`src/rtl/mdioc45_pkg.sv`:
```
package mdioc45_pkg;

  // depth of the queue between classifier and frame engine
  localparam int unsigned QueueDepth = 2;

  // preamble length after reset, in mdc periods
  localparam logic [7:0] PreambleReset = 8'd32;

  // command codes on the input channel
  localparam logic [2:0] CMD_TICK     = 3'd0;
  localparam logic [2:0] CMD_ADDR     = 3'd1;
  localparam logic [2:0] CMD_WRITE    = 3'd2;
  localparam logic [2:0] CMD_READ     = 3'd3;
  localparam logic [2:0] CMD_READ_INC = 3'd4;

  // frame operations
  localparam logic [1:0] OP_ADDR     = 2'd0;
  localparam logic [1:0] OP_WRITE    = 2'd1;
  localparam logic [1:0] OP_READ     = 2'd2;
  localparam logic [1:0] OP_READ_INC = 2'd3;

  // fixed header bits: st and opcode, plus ta for the address and write headers
  localparam logic [15:0] HDR_ADDR     = 16'h0002;
  localparam logic [15:0] HDR_WRITE    = 16'h1002;
  localparam logic [13:0] HDR_READ     = 14'h0c00;
  localparam logic [13:0] HDR_READ_INC = 14'h0800;

  // classified item handed from the front to the back
  typedef struct packed {
    logic        is_start;
    logic [1:0]  op;
    logic [31:0] frame;
    logic        mdi;
  } item_t;

  // one result item
  typedef struct packed {
    logic        mdc_pulse;
    logic        mdio_out;
    logic        mdio_drive;
    logic        busy;
    logic        done;
    logic        rejected;
    logic [15:0] read_data;
  } res_t;

endpackage

```
`src/rtl/mdio_clause45_master.sv`:
```
// clause 45 mdio management master, one mdc period per tick item
//
// input channel (in_valid / in_stall): each item is a command. a start
// command (address, write, read, read increment) loads a frame when the
// master is idle and is rejected while a frame runs. a tick item stands
// for one mdc period; while a frame runs its result gives the pin levels
// for that period, and in_mdio_in is the line level at the period's end.
// result channel (out_valid / out_stall): exactly one result item per
// input item, in order. read_data is valid with done of a read.
// cfg_we / cfg_wdata write the preamble length (mdc periods of ones);
// write it only while no frame is running and the result side is empty.
// path: an accepted item is written to the queue, then taken into the frame
// engine's output register, and out_valid rises with that register.
// throughput: one item per clock while out_stall is low; the frame engine
// steps once per item, and a two-entry queue sits in between.
// when out_stall is held the result register holds, the queue fills, and
// in_stall rises once the queue is full; nothing is dropped.
// reset (synchronous, active low): idle, bus released, queue empty,
// preamble length 32.
module mdio_clause45_master #(
  parameter int unsigned QUEUE_DEPTH = mdioc45_pkg::QueueDepth
) (
  input  logic        clk,
  input  logic        rst_n,
  input  logic        cfg_we,
  input  logic [7:0]  cfg_wdata,
  input  logic        in_valid,
  output logic        in_stall,
  input  logic [2:0]  in_command,
  input  logic [4:0]  in_port_address,
  input  logic [4:0]  in_device_address,
  input  logic [15:0] in_data_word,
  input  logic        in_mdio_in,
  output logic        out_valid,
  input  logic        out_stall,
  output logic        out_mdc_pulse,
  output logic        out_mdio_out,
  output logic        out_mdio_drive,
  output logic        out_busy_res,
  output logic        out_done_res,
  output logic        out_start_rejected,
  output logic [15:0] out_read_data
);
  import mdioc45_pkg::*;

  logic [7:0] preamble_r;
  item_t      front_item;
  item_t      q_item;
  logic       q_valid;
  logic       q_ready;
  res_t       res;

  // preamble length register
  always_ff @(posedge clk) begin
    if (!rst_n) begin
      preamble_r <= PreambleReset;
    end else if (cfg_we) begin
      preamble_r <= cfg_wdata;
    end
  end

  // classify the command and build the frame bits
  mdioc45_front u_front (
    .command        (in_command),
    .port_address   (in_port_address),
    .device_address (in_device_address),
    .data_word      (in_data_word),
    .mdio_in        (in_mdio_in),
    .item           (front_item)
  );

  // decoupling queue, stalls the input side only when full
  mdioc45_queue #(
    .DEPTH (QUEUE_DEPTH)
  ) u_queue (
    .clk        (clk),
    .rst_n      (rst_n),
    .push_valid (in_valid),
    .push_stall (in_stall),
    .push_item  (front_item),
    .pop_valid  (q_valid),
    .pop_ready  (q_ready),
    .pop_item   (q_item)
  );

  // frame engine with registered result
  mdioc45_back u_back (
    .clk             (clk),
    .rst_n           (rst_n),
    .preamble_length (preamble_r),
    .item_valid      (q_valid),
    .item_ready      (q_ready),
    .item            (q_item),
    .res_valid       (out_valid),
    .res_stall       (out_stall),
    .res             (res)
  );

  assign out_mdc_pulse      = res.mdc_pulse;
  assign out_mdio_out       = res.mdio_out;
  assign out_mdio_drive     = res.mdio_drive;
  assign out_busy_res       = res.busy;
  assign out_done_res       = res.done;
  assign out_start_rejected = res.rejected;
  assign out_read_data      = res.read_data;

endmodule

```
`src/rtl/mdioc45_front.sv`:
```
module mdioc45_front (
  input  logic [2:0]          command,
  input  logic [4:0]          port_address,
  input  logic [4:0]          device_address,
  input  logic [15:0]         data_word,
  input  logic                mdio_in,
  output mdioc45_pkg::item_t  item
);
  import mdioc45_pkg::*;

  logic [15:0] wr_hdr;
  logic [13:0] rd_hdr;

  // port and device fields in their header positions
  assign wr_hdr = {4'b0000, port_address, device_address, 2'b00};
  assign rd_hdr = {4'b0000, port_address, device_address};

  always_comb begin
    item.is_start = 1'b0;
    item.op       = OP_ADDR;
    item.frame    = '0;
    item.mdi      = mdio_in;
    case (command)
      CMD_ADDR: begin
        item.is_start = 1'b1;
        item.op       = OP_ADDR;
        item.frame    = {HDR_ADDR | wr_hdr, data_word};
      end
      CMD_WRITE: begin
        item.is_start = 1'b1;
        item.op       = OP_WRITE;
        item.frame    = {HDR_WRITE | wr_hdr, data_word};
      end
      CMD_READ: begin
        item.is_start = 1'b1;
        item.op       = OP_READ;
        item.frame    = {HDR_READ | rd_hdr, 18'b0};
      end
      CMD_READ_INC: begin
        item.is_start = 1'b1;
        item.op       = OP_READ_INC;
        item.frame    = {HDR_READ_INC | rd_hdr, 18'b0};
      end
      default: begin
        // tick and unused codes
        item.is_start = 1'b0;
      end
    endcase
  end

endmodule

```
`src/rtl/mdioc45_queue.sv`:
```
module mdioc45_queue #(
  parameter int unsigned DEPTH = mdioc45_pkg::QueueDepth
) (
  input  logic                clk,
  input  logic                rst_n,
  input  logic                push_valid,
  output logic                push_stall,
  input  mdioc45_pkg::item_t  push_item,
  output logic                pop_valid,
  input  logic                pop_ready,
  output mdioc45_pkg::item_t  pop_item
);
  import mdioc45_pkg::*;

  localparam int unsigned PTR_W = $clog2(DEPTH);
  localparam int unsigned CNT_W = $clog2(DEPTH + 1);

  item_t              entry_r [DEPTH];
  logic [PTR_W-1:0]   wr_ptr_r, wr_ptr_nxt;
  logic [PTR_W-1:0]   rd_ptr_r, rd_ptr_nxt;
  logic [CNT_W-1:0]   count_r, count_nxt;
  logic               push, pop;

  assign push_stall = (count_r == CNT_W'(DEPTH));
  assign pop_valid  = (count_r != '0);
  assign pop_item   = entry_r[rd_ptr_r];
  assign push       = push_valid && !push_stall;
  assign pop        = pop_ready && pop_valid;

  always_comb begin
    wr_ptr_nxt = wr_ptr_r;
    rd_ptr_nxt = rd_ptr_r;
    count_nxt  = count_r;
    if (push) begin
      wr_ptr_nxt = (wr_ptr_r == PTR_W'(DEPTH - 1)) ? '0 : wr_ptr_r + 1'b1;
    end
    if (pop) begin
      rd_ptr_nxt = (rd_ptr_r == PTR_W'(DEPTH - 1)) ? '0 : rd_ptr_r + 1'b1;
    end
    if (push && !pop) begin
      count_nxt = count_r + 1'b1;
    end else if (pop && !push) begin
      count_nxt = count_r - 1'b1;
    end
  end

  always_ff @(posedge clk) begin
    if (!rst_n) begin
      wr_ptr_r <= '0;
      rd_ptr_r <= '0;
      count_r  <= '0;
    end else begin
      wr_ptr_r <= wr_ptr_nxt;
      rd_ptr_r <= rd_ptr_nxt;
      count_r  <= count_nxt;
    end
  end

  always_ff @(posedge clk) begin
    if (push) begin
      entry_r[wr_ptr_r] <= push_item;
    end
  end

endmodule

```
`src/rtl/mdioc45_back.sv`:
```
module mdioc45_back (
  input  logic                clk,
  input  logic                rst_n,
  input  logic [7:0]          preamble_length,
  input  logic                item_valid,
  output logic                item_ready,
  input  mdioc45_pkg::item_t  item,
  output logic                res_valid,
  input  logic                res_stall,
  output mdioc45_pkg::res_t   res
);
  import mdioc45_pkg::*;

  localparam logic [2:0] PH_PREAMBLE = 3'd0;
  localparam logic [2:0] PH_SHIFT    = 3'd1;
  localparam logic [2:0] PH_TURN     = 3'd2;
  localparam logic [2:0] PH_SAMPLE   = 3'd3;
  localparam logic [2:0] PH_RELEASE  = 3'd4;

  localparam logic [7:0] LEN_WRITE  = 8'd32;
  localparam logic [7:0] LEN_READ   = 8'd14;
  localparam logic [7:0] LEN_SAMPLE = 8'd16;

  logic        active_r, active_nxt;
  logic [1:0]  op_r, op_nxt;
  logic [2:0]  phase_r, phase_nxt;
  logic [7:0]  count_r, count_nxt;
  logic [31:0] out_shift_r, out_shift_nxt;
  logic [15:0] in_shift_r, in_shift_nxt;
  logic        res_valid_r, res_valid_nxt;
  res_t        res_r, res_nxt;
  logic [7:0]  count_dec;
  logic        take;
  logic        mdo, drv;

  assign item_ready = !res_valid_r || !res_stall;
  assign take       = item_valid && item_ready;
  assign count_dec  = count_r - 8'd1;
  assign res_valid  = res_valid_r;
  assign res        = res_r;

  always_comb begin
    active_nxt    = active_r;
    op_nxt        = op_r;
    phase_nxt     = phase_r;
    count_nxt     = count_r;
    out_shift_nxt = out_shift_r;
    in_shift_nxt  = in_shift_r;
    res_nxt       = '0;
    mdo           = 1'b0;
    drv           = 1'b0;
    if (item.is_start) begin
      if (active_r) begin
        res_nxt.rejected = 1'b1;
      end else begin
        op_nxt        = item.op;
        out_shift_nxt = item.frame;
        in_shift_nxt  = '0;
        active_nxt    = 1'b1;
        mdo           = 1'b1;
        drv           = 1'b1;
        if (preamble_length == '0) begin
          phase_nxt = PH_SHIFT;
          count_nxt = item.op[1] ? LEN_READ : LEN_WRITE;
        end else begin
          phase_nxt = PH_PREAMBLE;
          count_nxt = preamble_length;
        end
      end
    end else if (active_r) begin
      res_nxt.mdc_pulse = 1'b1;
      case (phase_r)
        PH_PREAMBLE: begin
          mdo       = 1'b1;
          drv       = 1'b1;
          count_nxt = count_dec;
          if (count_dec == '0) begin
            phase_nxt = PH_SHIFT;
            count_nxt = op_r[1] ? LEN_READ : LEN_WRITE;
          end
        end
        PH_SHIFT: begin
          mdo           = out_shift_r[31];
          drv           = 1'b1;
          out_shift_nxt = {out_shift_r[30:0], 1'b0};
          count_nxt     = count_dec;
          if (count_dec == '0) begin
            phase_nxt = op_r[1] ? PH_TURN : PH_RELEASE;
          end
        end
        PH_TURN: begin
          phase_nxt    = PH_SAMPLE;
          count_nxt    = LEN_SAMPLE;
          in_shift_nxt = '0;
        end
        PH_SAMPLE: begin
          in_shift_nxt = {in_shift_r[14:0], item.mdi};
          count_nxt    = count_dec;
          if (count_dec == '0) begin
            phase_nxt = PH_RELEASE;
          end
        end
        default: begin
          // final release, also any unused phase code
          res_nxt.done = 1'b1;
          if (op_r[1]) begin
            res_nxt.read_data = in_shift_r;
          end
          active_nxt = 1'b0;
          phase_nxt  = PH_PREAMBLE;
          count_nxt  = '0;
        end
      endcase
    end
    res_nxt.mdio_out   = mdo & drv;
    res_nxt.mdio_drive = drv;
    res_nxt.busy       = active_nxt;
    res_valid_nxt      = take || (res_valid_r && res_stall);
  end

  always_ff @(posedge clk) begin
    if (!rst_n) begin
      active_r    <= 1'b0;
      op_r        <= OP_ADDR;
      phase_r     <= PH_PREAMBLE;
      count_r     <= '0;
      res_valid_r <= 1'b0;
    end else begin
      res_valid_r <= res_valid_nxt;
      if (take) begin
        active_r <= active_nxt;
        op_r     <= op_nxt;
        phase_r  <= phase_nxt;
        count_r  <= count_nxt;
      end
    end
  end

  always_ff @(posedge clk) begin
    if (take) begin
      out_shift_r <= out_shift_nxt;
      in_shift_r  <= in_shift_nxt;
      res_r       <= res_nxt;
    end
  end

endmodule

```
`config.mk`:
```
export PLATFORM = sky130hd
export DESIGN_NAME = mdio_clause45_master
export DESIGN_NICKNAME = d
export VERILOG_FILES = /design/src/rtl/mdioc45_pkg.sv /design/src/rtl/mdio_clause45_master.sv /design/src/rtl/mdioc45_front.sv /design/src/rtl/mdioc45_queue.sv /design/src/rtl/mdioc45_back.sv
export SDC_FILE = /design/constraint.sdc
export NUM_CORES = 1
export LEC_CHECK = 0
export BUFFER_PORTS_ARGS = -buffer_cell sky130_fd_sc_hd__buf_2
export CAP_MARGIN = 30
export CORE_MARGIN = 2
export CORE_UTILIZATION = 59
export CTS_CLUSTER_DIAMETER = 100
export DETAILED_ROUTE_END_ITERATION = 6
export PLACE_DENSITY = 0.85
export SLEW_MARGIN = 25
export SYNTH_ARGS = -nofsm -noshare
export SYNTH_HDL_FRONTEND = slang
export SYNTH_HIERARCHICAL = 1
export SYNTH_SLANG_ARGS = --single-unit
```
`constraint.sdc`:
```
create_clock -name clk -period 5.2 [get_ports clk]
set_input_delay 0.78 -clock clk [delete_from_list [all_inputs] [get_ports clk]]
set_output_delay 0.78 -clock clk [all_outputs]
set_load 0.005 [all_outputs]
```
==> metrics.csv <==
stage,metric,value,unit
placed_design,placed cell areas,7614,µm²
logic_synthesis,Syn Inst Count,489,
layout,Syn-to-layout area delta,14.82,%
layout,n_diodes,0,
route,# DRC,0,
clocking,clock insertion delay at the later pin of the skew report,420,ps
worst_setup_path,cell mode on critical path,buf_4,
timing,Tcrit/Tclk final,60.74,%
layout,ratio of cells with drive above 1 in the final layout,33.86,%
route,drt first pass iters,4,
floorplanning,die width,114.2,µm
timing,Slew Limit Fails,0,
power_and_ir_drop,pwr dens,510.0,nW/µm²
floorplanning,core area,11910,µm²
worst_setup_path,CP max-delay cell,mux2_2,
worst_setup_path,Worst setup SP type,flip-flop,
power_and_ir_drop,Worst IR Drop VDD,0.2693,mV
placed_design,gp weighted congestion,0.8101,
power_and_ir_drop,cell leakage power,3.059,nW
route,drt initial violations,253,
worst_hold_path,Worst Hold Class,flip-flop to flip-flop,
logic_synthesis,cell area after synthesis,7166,µm²
worst_setup_path,"CP delay by family, top",buffers and inverters,
global_routing,largest net degree at the start of global routing,37,
global_routing,initial antenna violation count,0,
run_status,status,"finished, final reports clean",
worst_setup_path,Worst EP required,5280,ps
logic_synthesis,"Avg Cell Area, Syn",14.65,µm²
clocking,Post CTS Setup Buffer Count,0,
timing,"Setup violations, final",0,
clocking,clock sinks,167,
worst_setup_path,peak fanout along the critical path,35,
route,DR vias,4034,
worst_setup_path,WP buf/inv,3,
clocking,Clock Tree Buf Depth,2,
timing,fmax,0.3166,GHz
floorplanning,# IOs,67,
global_routing,vias in the first global route,3939,
floorplanning,die area,13040,µm²
global_routing,first-pass GRT wire length,19.24,mm
layout,Final nets,607,
timing,Rel. slew slack,54.70,%
logic_synthesis,synth warn,6,
timing,Final TNS setup,0,ps
worst_setup_path,peak per-stage delay on the critical path,590,ps
route,DRT antenna net count,0,
floorplanning,starting density of the core,60.16,%
floorplanning,Die Y-Extent,114.2,µm
global_routing,Total GRT Usage,19.37,%
layout,fin area,8228,µm²
clocking,H-tree levels,4,
global_routing,total grt overflow,0,
placed_design,DP Worst Slack,2014,ps
clocking,Num CTS Buffers,17,
worst_setup_path,Critical Path Sink Type,flip-flop,
layout,most frequent cells in the layout,"140 x edfxtp_1, 67 x buf_2, 66 x mux2_2",
job,number of max-cap violations,0,
route,vias per cell,5.626,
placed_design,Port Buffers,66,
worst_setup_path,CP Data Arrival Time,3240,ps
placed_design,Post-DP HPWL,7.493,mm
timing,Clock Skew,5.425,ps
timing,Period minus WS final,3159,ps
route,routed len/inst,16.59,µm
clocking,clock root buffer,clkbuf_16,
timing,RSZ-0062 raised after global routing,no,
timing,Final Hold Viols,0,
layout,"Cell Count, Final, Fillers Out",717,
power_and_ir_drop,Tot Pwr,4.196,mW
clocking,Worst-path clk slew,60,ps
worst_setup_path,crit path kind,flip-flop to flip-flop,
worst_setup_path,critical-path cell list,"buf_4, mux2_2, buf_12, or2_2, nor2_1, nand2_1, a211oi_4, buf_4",
layout,"commonest non-fill, non-tap cell in the layout",edfxtp_1,
placed_design,Inst Count DP,684,
timing,worst slew pin tran,679.5,ps
route,WL final,11.89,mm
clocking,cts hold-fix bufs,0,
timing,Final WS setup,2041,ps
floorplanning,std cell rows,40,
clocking,TritonCTS clock tree,done,
clocking,Post-CTS Resized,0,
-- power breakdown --
group          total, mW  switching (mW)  internal, mW
Clock               1.21           0.477         0.731
Combinational       1.03           0.567         0.467
Sequential          1.95           0.122          1.83
Total               4.20            1.17          3.03
-- registers in the layout (all words and copies together), names as in the netlist, named ones only --
| signal | count |
|---|---|
| u_queue/rd_ptr_r | 1 |
| u_queue/count_r | 2 |
| u_back/op_r | 1 |
| u_back/res | 22 |
| u_back/count_r | 8 |
| u_queue/wr_ptr_r | 1 |
| preamble_r | 8 |
| u_back/out_shift_r | 32 |
| u_back/active_r | 1 |
| u_back/in_shift_r | 16 |
| u_back/res_valid | 1 |
| u_queue/entry_r | 70 |
| u_back/phase_r | 3 |
-- per-layer routing --
| layer | global-route usage (%) | vias up | share of wire, % |
|---|---|---|---|
| met2 | 30.48 | 120 | 48 |
| met5 | 0 | - | 0 |
| met1 | 25.29 | 1946 | 45 |
| met4 | 8.130 | 0 | 2.6 |
| met3 | 5.823 | 28 | 4.5 |
| li1 | - | 1940 | - |
-- area by class of cell --
cell class	count	area [µm²]
flip-flops and latches	167	4745
repair buffers	74	407.9
clock inverters	6	35.03
fillers	805	3684
inverters	12	45.04
multi-input cells	285	2258
clock buffers	26	553.0
well taps	147	183.9
-- metrics by stage --
| step | util [%] | hold WS [ps] |
|---|---|---|
| floorplan | - | 458.7 |
| global placement | 63.71 | 487.3 |
| detailed placement | 63.92 | 494.2 |
| CTS | 68.86 | 503.6 |
| global route | 69.08 | 538.2 |
| finish | 69.08 | 504.3 |
-- path summary, 6_finish.rpt --
check | start | end | slack [ps] | cells after the start
worst max-delay path | flip-flop | u_back/out_shift_r[6] | 2040 | 8
worst min-delay path | u_back/op_r[1] | u_back/op_r[1] | 500 | 2
worst max register to register | flip-flop | u_back/out_shift_r[6] | 2040 | 8
worst min register to register | u_back/op_r[1] | u_back/op_r[1] | 500 | 2
-- worst reg2reg max path, delay by kind of cell (launching register included) --
kind / cells / cell delay (ps)
AND/OR/NAND/NOR: 3 / 600
multiplexers: 1 / 600
AO/OA/AOI/OAI: 1 / 250
flip-flops: 1 / 310
buffers and inverters: 3 / 1040
(Power assumes the default switching activity.)
